--- src/rtl/core/kit_pkg.sv ---
// ----------------------------------------------------------------------------
// kit_pkg
// Types and codes shared by the keyed item table: entry layout, operation
// and status codes, and the result word handed from sequencer to output.
// ----------------------------------------------------------------------------
`default_nettype none

package kit_pkg;

    localparam int NAME_BYTES = 29;
    localparam int KIND_BYTES = 19;
    localparam int NAME_W     = NAME_BYTES * 8;
    localparam int KIND_W     = KIND_BYTES * 8;
    localparam int AMT_W      = 31;
    localparam int POS_W      = 4;
    localparam int STATUS_W   = 3;

    localparam logic [1:0] OP_ADD    = 2'd0;
    localparam logic [1:0] OP_REMOVE = 2'd1;
    localparam logic [1:0] OP_SEARCH = 2'd2;
    localparam logic [1:0] OP_LIST   = 2'd3;

    localparam logic [STATUS_W-1:0] ST_OK          = 3'd0;
    localparam logic [STATUS_W-1:0] ST_FULL        = 3'd1;
    localparam logic [STATUS_W-1:0] ST_EMPTY_NAME  = 3'd2;
    localparam logic [STATUS_W-1:0] ST_DUPLICATE   = 3'd3;
    localparam logic [STATUS_W-1:0] ST_EMPTY_KIND  = 3'd4;
    localparam logic [STATUS_W-1:0] ST_BAD_QTY     = 3'd5;
    localparam logic [STATUS_W-1:0] ST_TABLE_EMPTY = 3'd6;
    localparam logic [STATUS_W-1:0] ST_NOT_FOUND   = 3'd7;

    // where the entry fields of a result word come from
    localparam logic [1:0] SRC_NONE = 2'd0;
    localparam logic [1:0] SRC_MEM  = 2'd1;
    localparam logic [1:0] SRC_KEY  = 2'd2;

    typedef struct packed {
        logic [NAME_W-1:0] name;
        logic [KIND_W-1:0] kind;
        logic [AMT_W-1:0]  amount;
    } entry_t;

    typedef struct packed {
        logic [STATUS_W-1:0] status;
        logic [1:0]          src;
        logic [POS_W-1:0]    pos;
        logic [POS_W-1:0]    count;
        logic                last;
    } res_ctl_t;

endpackage

`default_nettype wire

--- src/rtl/core/kit_seq.sv ---
// ----------------------------------------------------------------------------
// kit_seq
// Operation sequencer: scans the entry memory for a name, appends on add,
// shifts entries down on remove, walks the table on list.
// ----------------------------------------------------------------------------
`default_nettype none

module kit_seq #(
    parameter int CAPACITY = 10,
    parameter int IDX_W    = 4,
    parameter int CNT_W    = 4
) (
    input  wire logic                 clk,
    input  wire logic                 rst_n,
    input  wire logic                 in_valid,
    output logic                      in_ready,
    input  wire logic [1:0]           op,
    input  wire kit_pkg::entry_t      key,
    input  wire logic [31:0]          amount,
    output logic                      rd_en,
    output logic      [IDX_W-1:0]     rd_addr,
    input  wire kit_pkg::entry_t      rd_data,
    output logic                      wr_en,
    output logic      [IDX_W-1:0]     wr_addr,
    output kit_pkg::entry_t           wr_data,
    output kit_pkg::entry_t           key_held,
    output logic                      res_valid,
    input  wire logic                 res_ready,
    output kit_pkg::res_ctl_t         res_ctl
);

    localparam logic [2:0] S_IDLE   = 3'd0;
    localparam logic [2:0] S_SCAN   = 3'd1;
    localparam logic [2:0] S_ADDCHK = 3'd2;
    localparam logic [2:0] S_HIT    = 3'd3;
    localparam logic [2:0] S_SHIFT  = 3'd4;
    localparam logic [2:0] S_LIST   = 3'd5;
    localparam logic [2:0] S_REPLY  = 3'd6;

    logic [2:0]                      state_reg, state_next;
    logic [1:0]                      op_reg, op_next;
    kit_pkg::entry_t                 key_reg, key_next;
    logic                            amt_bad_reg, amt_bad_next;
    logic [CNT_W-1:0]                count_reg, count_next;
    logic [IDX_W-1:0]                idx_reg, idx_next;
    logic [kit_pkg::STATUS_W-1:0]    status_reg, status_next;
    logic [1:0]                      src_reg, src_next;
    logic [IDX_W-1:0]                pos_reg, pos_next;

    logic                            name_match;
    logic                            idx_at_end;
    logic [IDX_W-1:0]                idx_inc;
    logic [IDX_W-1:0]                idx_inc2;
    logic                            accept;

    assign name_match = (rd_data.name == key_reg.name);
    assign idx_inc    = idx_reg + IDX_W'(1);
    assign idx_inc2   = idx_inc + IDX_W'(1);
    assign idx_at_end = ((CNT_W'(idx_reg) + CNT_W'(1)) == count_reg);
    assign accept     = in_valid && in_ready;
    assign key_held   = key_reg;

    always_comb
    begin
        state_next   = state_reg;
        op_next      = op_reg;
        key_next     = key_reg;
        amt_bad_next = amt_bad_reg;
        count_next   = count_reg;
        idx_next     = idx_reg;
        status_next  = status_reg;
        src_next     = src_reg;
        pos_next     = pos_reg;
        in_ready     = 1'b0;
        rd_en        = 1'b0;
        rd_addr      = idx_reg;
        wr_en        = 1'b0;
        wr_addr      = idx_reg;
        wr_data      = rd_data;
        res_valid    = 1'b0;
        res_ctl      = '{status: kit_pkg::ST_OK, src: kit_pkg::SRC_MEM,
                         pos: kit_pkg::POS_W'(idx_reg),
                         count: kit_pkg::POS_W'(count_reg), last: 1'b1};

        unique case (state_reg)
            S_IDLE:
            begin
                in_ready = 1'b1;
                if (accept)
                begin
                    op_next      = op;
                    key_next     = key;
                    amt_bad_next = (amount == 32'd0) || amount[31];
                    idx_next     = '0;
                    src_next     = kit_pkg::SRC_NONE;
                    pos_next     = '0;
                    unique case (op)
                        kit_pkg::OP_ADD:
                        begin
                            if (count_reg >= CNT_W'(CAPACITY))
                            begin
                                status_next = kit_pkg::ST_FULL;
                                state_next  = S_REPLY;
                            end
                            else if (key.name[7:0] == 8'h00)
                            begin
                                status_next = kit_pkg::ST_EMPTY_NAME;
                                state_next  = S_REPLY;
                            end
                            else if (count_reg == '0)
                            begin
                                state_next = S_ADDCHK;
                            end
                            else
                            begin
                                rd_en      = 1'b1;
                                rd_addr    = '0;
                                state_next = S_SCAN;
                            end
                        end
                        kit_pkg::OP_REMOVE, kit_pkg::OP_SEARCH:
                        begin
                            if (count_reg == '0)
                            begin
                                status_next = kit_pkg::ST_TABLE_EMPTY;
                                state_next  = S_REPLY;
                            end
                            else
                            begin
                                rd_en      = 1'b1;
                                rd_addr    = '0;
                                state_next = S_SCAN;
                            end
                        end
                        kit_pkg::OP_LIST:
                        begin
                            if (count_reg == '0)
                            begin
                                status_next = kit_pkg::ST_TABLE_EMPTY;
                                state_next  = S_REPLY;
                            end
                            else
                            begin
                                rd_en      = 1'b1;
                                rd_addr    = '0;
                                state_next = S_LIST;
                            end
                        end
                        default:
                        begin
                            state_next = S_IDLE;
                        end
                    endcase
                end
            end

            // rd_data holds entry idx_reg; no new read on a match
            S_SCAN:
            begin
                if (name_match)
                begin
                    if (op_reg == kit_pkg::OP_ADD)
                    begin
                        status_next = kit_pkg::ST_DUPLICATE;
                        state_next  = S_REPLY;
                    end
                    else
                    begin
                        state_next = S_HIT;
                    end
                end
                else if (idx_at_end)
                begin
                    if (op_reg == kit_pkg::OP_ADD)
                    begin
                        state_next = S_ADDCHK;
                    end
                    else
                    begin
                        status_next = kit_pkg::ST_NOT_FOUND;
                        state_next  = S_REPLY;
                    end
                end
                else
                begin
                    rd_en    = 1'b1;
                    rd_addr  = idx_inc;
                    idx_next = idx_inc;
                end
            end

            S_ADDCHK:
            begin
                state_next = S_REPLY;
                if (key_reg.kind[7:0] == 8'h00)
                begin
                    status_next = kit_pkg::ST_EMPTY_KIND;
                end
                else if (amt_bad_reg)
                begin
                    status_next = kit_pkg::ST_BAD_QTY;
                end
                else
                begin
                    wr_en       = 1'b1;
                    wr_addr     = count_reg[IDX_W-1:0];
                    wr_data     = key_reg;
                    count_next  = count_reg + CNT_W'(1);
                    status_next = kit_pkg::ST_OK;
                    src_next    = kit_pkg::SRC_KEY;
                    pos_next    = count_reg[IDX_W-1:0];
                end
            end

            S_REPLY:
            begin
                res_valid = 1'b1;
                res_ctl   = '{status: status_reg, src: src_reg,
                              pos: kit_pkg::POS_W'(pos_reg),
                              count: kit_pkg::POS_W'(count_reg), last: 1'b1};
                if (res_ready)
                begin
                    state_next = S_IDLE;
                end
            end

            S_HIT:
            begin
                res_valid = 1'b1;
                if (op_reg == kit_pkg::OP_REMOVE)
                begin
                    res_ctl.count = kit_pkg::POS_W'(count_reg - CNT_W'(1));
                end
                if (res_ready)
                begin
                    if (op_reg != kit_pkg::OP_REMOVE)
                    begin
                        state_next = S_IDLE;
                    end
                    else
                    begin
                        count_next = count_reg - CNT_W'(1);
                        if (idx_at_end)
                        begin
                            state_next = S_IDLE;
                        end
                        else
                        begin
                            rd_en      = 1'b1;
                            rd_addr    = idx_inc;
                            state_next = S_SHIFT;
                        end
                    end
                end
            end

            // rd_data holds entry idx_reg + 1 of the old layout
            S_SHIFT:
            begin
                wr_en   = 1'b1;
                wr_addr = idx_reg;
                wr_data = rd_data;
                if (idx_at_end)
                begin
                    state_next = S_IDLE;
                end
                else
                begin
                    rd_en    = 1'b1;
                    rd_addr  = idx_inc2;
                    idx_next = idx_inc;
                end
            end

            S_LIST:
            begin
                res_valid    = 1'b1;
                res_ctl.last = idx_at_end;
                if (res_ready)
                begin
                    if (idx_at_end)
                    begin
                        state_next = S_IDLE;
                    end
                    else
                    begin
                        rd_en    = 1'b1;
                        rd_addr  = idx_inc;
                        idx_next = idx_inc;
                    end
                end
            end

            default:
            begin
                state_next = S_IDLE;
            end
        endcase
    end

    always_ff @(posedge clk or negedge rst_n)
    begin
        if (!rst_n)
        begin
            state_reg <= S_IDLE;
            count_reg <= '0;
        end
        else
        begin
            state_reg <= state_next;
            count_reg <= count_next;
        end
    end

    always_ff @(posedge clk)
    begin
        op_reg      <= op_next;
        key_reg     <= key_next;
        amt_bad_reg <= amt_bad_next;
        idx_reg     <= idx_next;
        status_reg  <= status_next;
        src_reg     <= src_next;
        pos_reg     <= pos_next;
    end

`ifndef SYNTHESIS
    a_count_bound: assert property (@(posedge clk) disable iff (!rst_n)
        count_reg <= CNT_W'(CAPACITY))
        else $error("entry count above capacity");

    a_no_rw_clash: assert property (@(posedge clk) disable iff (!rst_n)
        !(rd_en && wr_en && (rd_addr == wr_addr)))
        else $error("read and write of the same entry in one cycle");

    a_add_grows: assert property (@(posedge clk) disable iff (!rst_n)
        (state_reg == S_ADDCHK) && wr_en |=> count_reg == $past(count_reg) + CNT_W'(1))
        else $error("append did not grow the table");

    a_accept_leaves_idle: assert property (@(posedge clk) disable iff (!rst_n)
        accept |=> state_reg != S_IDLE)
        else $error("accepted word not taken up");

    a_shift_from_remove: assert property (@(posedge clk) disable iff (!rst_n)
        (state_reg == S_SHIFT) |-> (op_reg == kit_pkg::OP_REMOVE) && wr_en)
        else $error("shift outside a remove");
`endif

endmodule

`default_nettype wire

--- config.mk ---
export PLATFORM = sky130hd
export DESIGN_NAME = kit_seq
export DESIGN_NICKNAME = d
export VERILOG_FILES = /design/src/rtl/core/kit_pkg.sv /design/src/rtl/core/kit_seq.sv
export SDC_FILE = /design/constraint.sdc
export NUM_CORES = 1
export LEC_CHECK = 0
export BUFFER_PORTS_ARGS = -buffer_cell sky130_fd_sc_hd__buf_2
export CAP_MARGIN = 20
export CORE_AREA = 2 2 665 667
export DETAILED_ROUTE_END_ITERATION = 16
export DIE_AREA = 0 0 667 669
export PLACE_DENSITY_LB_ADDON = 0.05
export SYNTH_ARGS = -nofsm -noshare
export SYNTH_HDL_FRONTEND = slang
export SYNTH_SLANG_ARGS = --single-unit
--- constraint.sdc ---
create_clock -name clk -period 9.9 [get_ports clk]
set_input_delay 1.485 -clock clk [delete_from_list [all_inputs] [get_ports clk]]
set_output_delay 1.485 -clock clk [all_outputs]
set_load 0.01 [all_outputs]
==> flow_metrics.env, run 1 <==
export IMPL_nFillCells=51500
export IMPL_r2r_start="key_held[204]"
export IMPL_fp_dieW_um=667
export IMPL_synth_area_sq_um=22300
export IMPL_ir_drop_mv=0.117
export IMPL_synthesis_nets=3230
export IMPL_clock_sinks=437
export IMPL_num_vias=25700
export IMPL_sw_frac_of_total=0.425
export IMPL_drcViolationCount=0
export IMPL_track_usage=0.122
export IMPL_cts_tree="done"
export IMPL_fin_area_sq_um=40800
export IMPL_core_area_sq_um=440000
export IMPL_path_class="input port to output pin"
export IMPL_start_util=0.0507
export IMPL_p_leak_nw=17.4
export IMPL_min_period_ps=6930
export IMPL_via_per_inst=2.58
export IMPL_finalSetupViolCount=0
export IMPL_cts_buffers=82
export IMPL_seqCellArea_sq_um=13100
export IMPL_first_global_vias=26500
export IMPL_tightest_slew_ps=958
export IMPL_ctsHoldBuffers=0
export IMPL_globalRouteOverflowTotal=0
export IMPL_synthArstFlopShare=0.0160
export IMPL_dp_hpwl_mm=250
export IMPL_grt_pass1_wl_mm=344
export IMPL_h_tree_depth=3
export IMPL_postSynthCellCount=2352
export IMPL_chipHeight_um=669
export IMPL_place_area_sq_um=38300
export IMPL_synth_ff_type="edfxtp_1"
export IMPL_pin_count=1724
export IMPL_fin_skew_ps=68.8
export IMPL_cts_buffer_depth=4
export IMPL_internal_power_mw=4.88
export IMPL_root_buffer="clkbuf_16"
export IMPL_postRouteAntennaNets=0
export IMPL_ff2ff_path_depth=9
export IMPL_crit_fanout=14
export IMPL_r2r_end="status_reg[1]"
export IMPL_port_buffers=1723
export IMPL_clockPowerShare=0.329
export IMPL_drt_first_pass_iters=4
export IMPL_place_gp_congestion=0.846
export IMPL_cts_repair_resized=0
export IMPL_rrSetupSlack_ps=4780
export IMPL_finalNetCount=4974
export IMPL_avgRoutedWirePerCell_um=28.7
export IMPL_hp_class="input port to asynchronous set/reset pin"
export IMPL_cp_start_kind="input port"
export IMPL_cts_setup_buffers=0
export IMPL_synth_edff_count=430
export IMPL_total_power_mw=8.49
export IMPL_grt_max_degree=131
export IMPL_maxCapViolCount=0
export IMPL_clock_latency_ps=830
export IMPL_setup_worst_path_start="rd_data[393]"
export IMPL_ys_types=54
export IMPL_antenna_found_initial=289
export IMPL_multi_input_area_sq_um=8760
export IMPL_finalHoldViolations=0
export IMPL_cp_arrival_ps=5450
export IMPL_clk_transition_reported_paths_ps=60
export IMPL_largest_reg_flops=415
export IMPL_drive_gt1_frac=0.457
export IMPL_finalMaxSlewViolations=0
export IMPL_power_frac_comb=0.339
export IMPL_required_ps=8420
export IMPL_rsz0062_at_grt="no"
export IMPL_dieArea_sq_um=446000
export IMPL_tns_ps=0
export IMPL_hold_ws_ps=550
export IMPL_p_switching_mw=3.60
export IMPL_fmax_mhz=144
export IMPL_min_period_over_period=0.700
export IMPL_avgSynthCellArea_sq_um=9.47
export IMPL_seqPwrFrac=0.331
export IMPL_wl_mm=286
export IMPL_synth_seq_cells=437
export IMPL_crit_path_end="rd_addr[3]"
export IMPL_p_per_area_nw_per_um2=208
export IMPL_outcome="complete, no violations"
export IMPL_drt_iter0_markers=1183
export IMPL_crit_path_end_kind="output pin"
export IMPL_yosysSeqAreaShare=0.587
export IMPL_syn_to_final_growth_pct=83.0
export IMPL_yosys_warnings=0
export IMPL_rows=244
export IMPL_slew_limit_headroom=0.356
-- Yosys cell counts (all sizes together), types with 2 or more instances --
cell type  instances  share of area
nand2           1286           0.22
edfxtp           430           0.58
xor2             238          0.094
nor4              73          0.020
buf               57          0.013
clkbuf            57         0.0096
a21oi             21         0.0047
o21ai             20         0.0045
nand4             18         0.0051
nor2              18         0.0031
inv               15         0.0025
ha                10         0.0056
nand2b             8         0.0022
nand3              8         0.0018
and2               7         0.0020
dfrtp              7         0.0079
xnor2              7         0.0028
o22ai              6         0.0017
nor3               5         0.0011
or3                5         0.0014
a22oi              4         0.0013
a31oi              4         0.0011
and3               4         0.0011
o211ai             4         0.0013
o2bb2ai            4         0.0016
o31ai              4         0.0013
a21o               3         0.0010
nor3b              3         0.0015
o221ai             3         0.0012
or2                3        0.00084
a221o              2        0.00090
a221oi             2        0.00079
nor2b              2        0.00056
-- through the flow --
| step | instances | util | worst slack, ps |
|---|---|---|---|
| 2_1_floorplan | 2352 | - | 1510 |
| 3_3_place_gp | 9784 | 0.0869 | 1460 |
| 3_5_place_dp | 9793 | 0.0871 | 2110 |
| 4_1_cts | 9933 | 0.0926 | 2100 |
| 5_1_grt | 9939 | 0.0926 | 2290 |
| 6_report | 9970 | 0.0928 | 2970 |
-- placed cells by master, fill, tap and decap left out, types with 5 or more instances in the layout --
cell type	instances
dfrtp_1	7
clkinv_2	9
clkinvlp_4	5
or3_1	5
inv_1	14
buf_4	34
o22ai_1	6
and2_1	6
nor2_1	17
nand2_1	1286
nor4_1	58
a21oi_1	21
xor2_1	236
nor4_2	15
buf_12	11
nor3_1	5
o21ai_0	20
clkbuf_16	83
ha_1	10
nand4_1	18
clkinv_1	17
clkbuf_1	22
buf_2	1729
nand3_1	8
diode_2	37
nand2b_1	7
xnor2_1	7
edfxtp_1	430
-- how the worst min path moves through the flow --
| stage | to | slack (ps) | depth (start not counted) |
|---|---|---|---|
| 3_5_place_dp | count_reg[2] | 710 | 2 |
| 5_1_grt | count_reg[1] | 480 | 1 |
| 2_1_floorplan | status_reg[0] | 560 | 2 |
| 6_report | count_reg[1] | 550 | 1 |
| 3_3_place_gp | count_reg[2] | 700 | 2 |
| 4_1_cts | count_reg[1] | 450 | 1 |
-- cells by family after synthesis --
logic type | Yosys count | share of synthesized area
xor gates and xnor gates | 246 | 0.0973
DFF | 437 | 0.587
and+or+nand+nor | 1443 | 0.259
buffers and inverters | 129 | 0.0250
AOI/OAI and AO/OA | 86 | 0.0252
adders and majority gates | 10 | 0.00562
muxes | 1 | 0.000449
-- power by group through the flow --
stage,registers (mW),logic [mW],clock network (mW)
6_report,2.81,2.88,2.80
5_1_grt,2.86,3.17,3.03
4_1_cts,2.84,3.08,3.00
3_5_place_dp,2.88,3.07,0
3_3_place_gp,2.89,3.11,0
2_1_floorplan,2.85,1.04,0
-- cell type report --
| cell class | instances | area share |
|---|---|---|
| Sequential cell | 437 | 0.321 |
| Timing Repair Buffer | 1774 | 0.224 |
| Multi-Input combinational cell | 1786 | 0.215 |
| Tap cell | 5781 | 0.177 |
| Clock buffer | 105 | 0.0530 |
| Clock inverter | 35 | 0.00632 |
| Antenna cell | 37 | 0.00227 |
| Inverter | 15 | 0.00147 |
-- critical path: stages --
cell	delay, ps
buf_2	110
xor2_1	190
nor4_1	410
buf_2	250
nand4_1	450
nor4_2	770
nand4_1	490
buf_4	370
inv_1	150
a21oi_1	80
o21ai_0	410
buf_2	230
-- per-layer routing --
metal,part of all wire,global-route usage,wire (um),vias to the layer above
li1,-,-,-,11400
met1,0.34,0.120,97100,12100
met2,0.53,0.236,152000,1434
met3,0.099,0.0547,28300,568
met4,0.024,0.0221,6980,144
met5,0.0032,0,912,-
Note: power is estimated with default switching activity, not from simulation.
==> run 2, diff against run 1 <==
==> constraint.sdc (replaced) <==
create_clock -name clk -period 6.9 [get_ports clk]
set_input_delay 1.035 -clock clk [delete_from_list [all_inputs] [get_ports clk]]
set_output_delay 1.035 -clock clk [all_outputs]
set_load 0.01 [all_outputs]
==> flow_metrics.env, run 2 (synthesized netlist as in run 1, its figures left out) <==
export IMPL_min_period_over_period=0.886
export IMPL_ir_drop_mv=0.150
export IMPL_first_global_vias=26200
export IMPL_slew_limit_headroom=0.282
export IMPL_largest_reg_flops=415
export IMPL_stdcell_count=10000
export IMPL_place_inst=9805
export IMPL_cts_buffers=83
export IMPL_cp_common_cell="buf_4"
export IMPL_postRouteAntennaNets=0
export IMPL_rsz0062_at_grt="no"
export IMPL_drt_first_pass_iters=5
export IMPL_core_area_sq_um=440000
export IMPL_crit_fanout=9
export IMPL_wl_mm=295
export IMPL_drive_gt1_frac=0.459
export IMPL_start_util=0.0507
export IMPL_internal_power_mw=7.13
export IMPL_clock_sinks=437
export IMPL_fmax_mhz=164
export IMPL_tns_ps=0
export IMPL_via_per_inst=2.56
export IMPL_finalNetCount=4988
export IMPL_place_gp_congestion=0.846
export IMPL_maxCapViolCount=0
export IMPL_fin_area_sq_um=41000
export IMPL_p_switching_mw=5.31
export IMPL_rows=244
export IMPL_critPathMaxStageDelay_ps=660
export IMPL_fp_dieW_um=667
export IMPL_clockPowerShare=0.337
export IMPL_tightest_slew_ps=1080
export IMPL_dieArea_sq_um=446000
export IMPL_finalHoldViolations=0
export IMPL_dp_hpwl_mm=257
export IMPL_final_cell_mix="buf_2 (1729), nand2_1 (1286), edfxtp_1 (430)"
export IMPL_finalMaxSlewViolations=0
export IMPL_globalRouteOverflowTotal=0
export IMPL_fin_skew_ps=63.9
export IMPL_hp_class="input port to flop"
export IMPL_layout_commonest_cell="buf_2"
export IMPL_drt_iter0_markers=1215
export IMPL_port_buffers=1723
export IMPL_power_frac_comb=0.339
export IMPL_cts_tree="done"
export IMPL_finalSetupViolCount=0
export IMPL_avgRoutedWirePerCell_um=29.4
export IMPL_p_per_area_nw_per_um2=303
export IMPL_path_cells="xor2_1 > nor4_1 > buf_4 > nand4_1 > buf_4 > nor4_4 > nand4_1 > buf_4 > inv_1 > a21oi_1 > o21ai_0 > buf_2"
export IMPL_place_area_sq_um=38400
export IMPL_cp_start_kind="flop"
export IMPL_root_buffer="clkbuf_16"
export IMPL_syn_to_final_growth_pct=84.2
export IMPL_critPathSlowestCell="nor4_1"
export IMPL_cts_setup_buffers=0
export IMPL_cts_buffer_depth=4
export IMPL_antenna_found_initial=271
export IMPL_clk_transition_reported_paths_ps=60
export IMPL_drcViolationCount=0
export IMPL_p_leak_nw=17.6
export IMPL_min_period_ps=6110
export IMPL_sw_frac_of_total=0.427
export IMPL_pin_count=1724
export IMPL_cp_arrival_ps=5080
export IMPL_chipHeight_um=669
export IMPL_num_vias=25700
export IMPL_seqPwrFrac=0.324
export IMPL_path_class="flop to output pin"
export IMPL_track_usage=0.126
export IMPL_h_tree_depth=3
export IMPL_required_ps=5860
export IMPL_outcome="complete, no violations"
export IMPL_crit_path_end_kind="output pin"
export IMPL_grt_pass1_wl_mm=352
export IMPL_clock_latency_ps=820
export IMPL_grt_max_degree=116
## run 2: worst paths after layout
path / startpoint / slack, ps / cells after the start / to
setup / recovery: key_held[193] / 790 / 12 / rd_addr[3]
hold / removal: key[235] / 380 / 1 / key_held[235]
max in group asynchronous: rst_n / 5970 / 2 / state_reg[1]
min in group asynchronous: rst_n / 710 / 2 / state_reg[0]
setup reg to reg: key_held[193] / 1940 / 13 / status_reg[1]
hold reg to reg: count_reg[2] / 670 / 2 / count_reg[2]
## run 2: through the flow
stage | hold WS, ps | util | setup slack [ps] | power (mW)
floorplan | 557 | - | -1020 | 5.58
global placement | 684 | 0.0872 | -40.3 | 8.67
detailed placement | 676 | 0.0872 | 44.6 | 8.60
CTS | 238 | 0.0930 | 15.5 | 13.1
global route | 264 | 0.0931 | 309 | 13.2
finish | 383 | 0.0934 | 786 | 12.4
## run 2: routing by layer
metal | vias to the layer above | GRT usage | share of wire
met1 | 12100 | 0.122 | 0.34
met5 | - | 0 | 0.0028
met2 | 1423 | 0.245 | 0.54
li1 | 11400 | - | -
met3 | 530 | 0.0535 | 0.095
met4 | 126 | 0.0266 | 0.024
## run 2: timing repair
action,4_1_cts,5_1_grt
hold endpoints to repair,1,0
setup endpoints to repair,5,0
gates resized for setup,1,0
hold buffers,1,0
## run 2: power by group through the flow
stage               sequential (mW)  clock, mW  combinational, mW
finish                         4.03       4.19               4.22
detailed placement             4.12          0               4.49
global route                   4.10       4.54               4.61
floorplan                      4.09          0               1.49
global placement               4.13          0               4.54
CTS                            4.07       4.51               4.50
## run 2: final cells by class
type | instances | area, sq um
Clock buffer | 102 | 2170
Tap cell | 5781 | 7230
Sequential cell | 437 | 13100
Clock inverter | 43 | 344
Timing Repair Buffer | 1787 | 9240
Multi-Input combinational cell | 1786 | 8750
Inverter | 15 | 60.1
Fill cell | 51500 | 399000
Antenna cell | 60 | 150
## run 2: critical path: cells and delay by family, from the launching register on
family                    cells  cell delay (ps)
and+or+nand+nor               4             1810
xor gates and xnor gates      1              230
AOI/OAI and AO/OA             2              460
buffers and inverters         5             1160
DFF                           1              570
==> run 3, diff against run 2 <==
--- a/config.mk
+++ b/config.mk
@@ -7,9 +7,9 @@
 export LEC_CHECK = 0
 export BUFFER_PORTS_ARGS = -buffer_cell sky130_fd_sc_hd__buf_2
 export CAP_MARGIN = 20
-export CORE_AREA = 2 2 665 667
+export CORE_AREA = 2 2 679 681
 export DETAILED_ROUTE_END_ITERATION = 16
-export DIE_AREA = 0 0 667 669
+export DIE_AREA = 0 0 681 683
 export PLACE_DENSITY_LB_ADDON = 0.05
 export SYNTH_ARGS = -nofsm -noshare
 export SYNTH_HDL_FRONTEND = slang
==> flow_metrics.env, run 3 (synthesized netlist as in run 1, its figures left out) <==
export IMPL_outcome="complete, no violations"
export IMPL_fmax_mhz=163
export IMPL_postRouteAntennaNets=0
export IMPL_clk_transition_reported_paths_ps=60
export IMPL_layout_commonest_cell="buf_2"
export IMPL_p_leak_nw=17.6
export IMPL_min_period_over_period=0.887
export IMPL_ir_drop_mv=0.162
export IMPL_via_per_inst=2.47
export IMPL_fp_dieW_um=681
export IMPL_syn_to_final_growth_pct=86.6
export IMPL_drive_gt1_frac=0.460
export IMPL_rows=249
export IMPL_clock_sinks=437
export IMPL_track_usage=0.121
export IMPL_grt_pass1_wl_mm=353
export IMPL_port_buffers=1723
export IMPL_pin_count=1724
export IMPL_dieArea_sq_um=465000
export IMPL_hp_class="input port to asynchronous set/reset pin"
export IMPL_finalMaxSlewViolations=0
export IMPL_cts_tree="done"
export IMPL_place_area_sq_um=38900
export IMPL_cts_setup_buffers=0
export IMPL_crit_path_end_kind="output pin"
export IMPL_antenna_found_initial=267
export IMPL_rsz0062_at_grt="no"
export IMPL_chipHeight_um=683
export IMPL_fin_skew_ps=56.9
export IMPL_num_vias=25600
export IMPL_fin_ws_ps=780
export IMPL_final_cell_mix="buf_2 (1726), nand2_1 (1286), edfxtp_1 (430)"
export IMPL_grt_max_degree=112
export IMPL_drcViolationCount=0
export IMPL_stdcell_count=10400
export IMPL_start_util=0.0486
export IMPL_cp_start_kind="flop"
export IMPL_drt_first_pass_iters=5
export IMPL_setup_worst_path_start="key_held[393]"
export IMPL_clock_latency_ps=820
export IMPL_cp_arrival_ps=5080
export IMPL_r2r_start="key_held[393]"
export IMPL_h_tree_depth=3
export IMPL_ctsHoldBuffers=0
export IMPL_core_area_sq_um=458000
export IMPL_largest_reg_flops=415
export IMPL_dp_hpwl_mm=259
export IMPL_place_inst=10200
export IMPL_finalHoldViolations=0
export IMPL_place_gp_congestion=0.868
export IMPL_finalSetupViolCount=0
export IMPL_slew_limit_headroom=0.383
export IMPL_p_per_area_nw_per_um2=298
export IMPL_root_buffer="clkbuf_16"
export IMPL_cts_repair_resized=0
export IMPL_wl_mm=294
export IMPL_cts_buffers=84
export IMPL_fin_util=0.0907
export IMPL_avgRoutedWirePerCell_um=28.3
export IMPL_fin_area_sq_um=41600
export IMPL_globalRouteOverflowTotal=0
export IMPL_first_global_vias=26400
export IMPL_min_period_ps=6120
export IMPL_place_ws_ps=413
export IMPL_path_class="flop to output pin"
export IMPL_tightest_slew_ps=917
export IMPL_required_ps=5860
export IMPL_finalNetCount=5003
export IMPL_cts_buffer_depth=4
export IMPL_maxCapViolCount=0
export IMPL_crit_fanout=14
export IMPL_drt_iter0_markers=1235
## run 3: changes by cell type in the layout (fill, tap and decap cells not counted), moves of 3 or more
cell and change:
buf_2 -3, buf_4 +20, clkbuf_1 +6, clkinv_2 -3, diode_2 -8
## run 3: final cells by class
| class | instances | area (sq um) |
|---|---|---|
| clock inverters | 36 | 270 |
| multi-input cells | 1786 | 8760 |
| inverters | 15 | 60.1 |
| clock buffers | 110 | 2240 |
| diodes | 52 | 130 |
| well taps | 6149 | 7690 |
| repair buffers | 1801 | 9330 |
| flip-flops and latches | 437 | 13100 |
| fillers | 53700 | 417000 |
## run 3: worst paths after layout
check | to | slack [ps] | cells after the start
max | rd_addr[3] | 780 | 11
min | state_reg[0] | 130 | 1
max reg2reg | status_reg[2] | 2280 | 11
min reg2reg | count_reg[2] | 710 | 2
max in group asynchronous | state_reg[1] | 6540 | 1
min in group clk | key_held[116] | 380 | 1
## run 3: per-layer routing
layer,vias up,GRT usage,part of all wire
met2,1413,0.230,0.53
li1,11500,-,-
met4,136,0.0267,0.028
met3,546,0.0512,0.095
met5,-,0,0.0030
met1,12100,0.120,0.35
## run 3: power by group
group | switching (mW) | internal (mW) | total [mW]
sequential | 0.520 | 3.50 | 4.02
combinational | 3.03 | 1.23 | 4.26
clock | 1.74 | 2.38 | 4.12
## run 3: per-stage QoR
step,power (mW),TNS [ps],hold slack [ps]
floorplan,5.58,-424830,557
global placement,8.70,0,707
detailed placement,8.63,0,702
CTS,13.0,0,18.4
global route,13.2,0,55.9
finish,12.4,0,129
## run 3: worst max-delay path: stages, from the launching register on
cell,delay [ps]
edfxtp_1,510
xor2_1,210
nor4_1,690
nand4_1,710
nor4_2,630
buf_4,230
nand4_1,100
buf_4,230
inv_1,200
a21oi_1,90
o21ai_0,420
buf_2,220
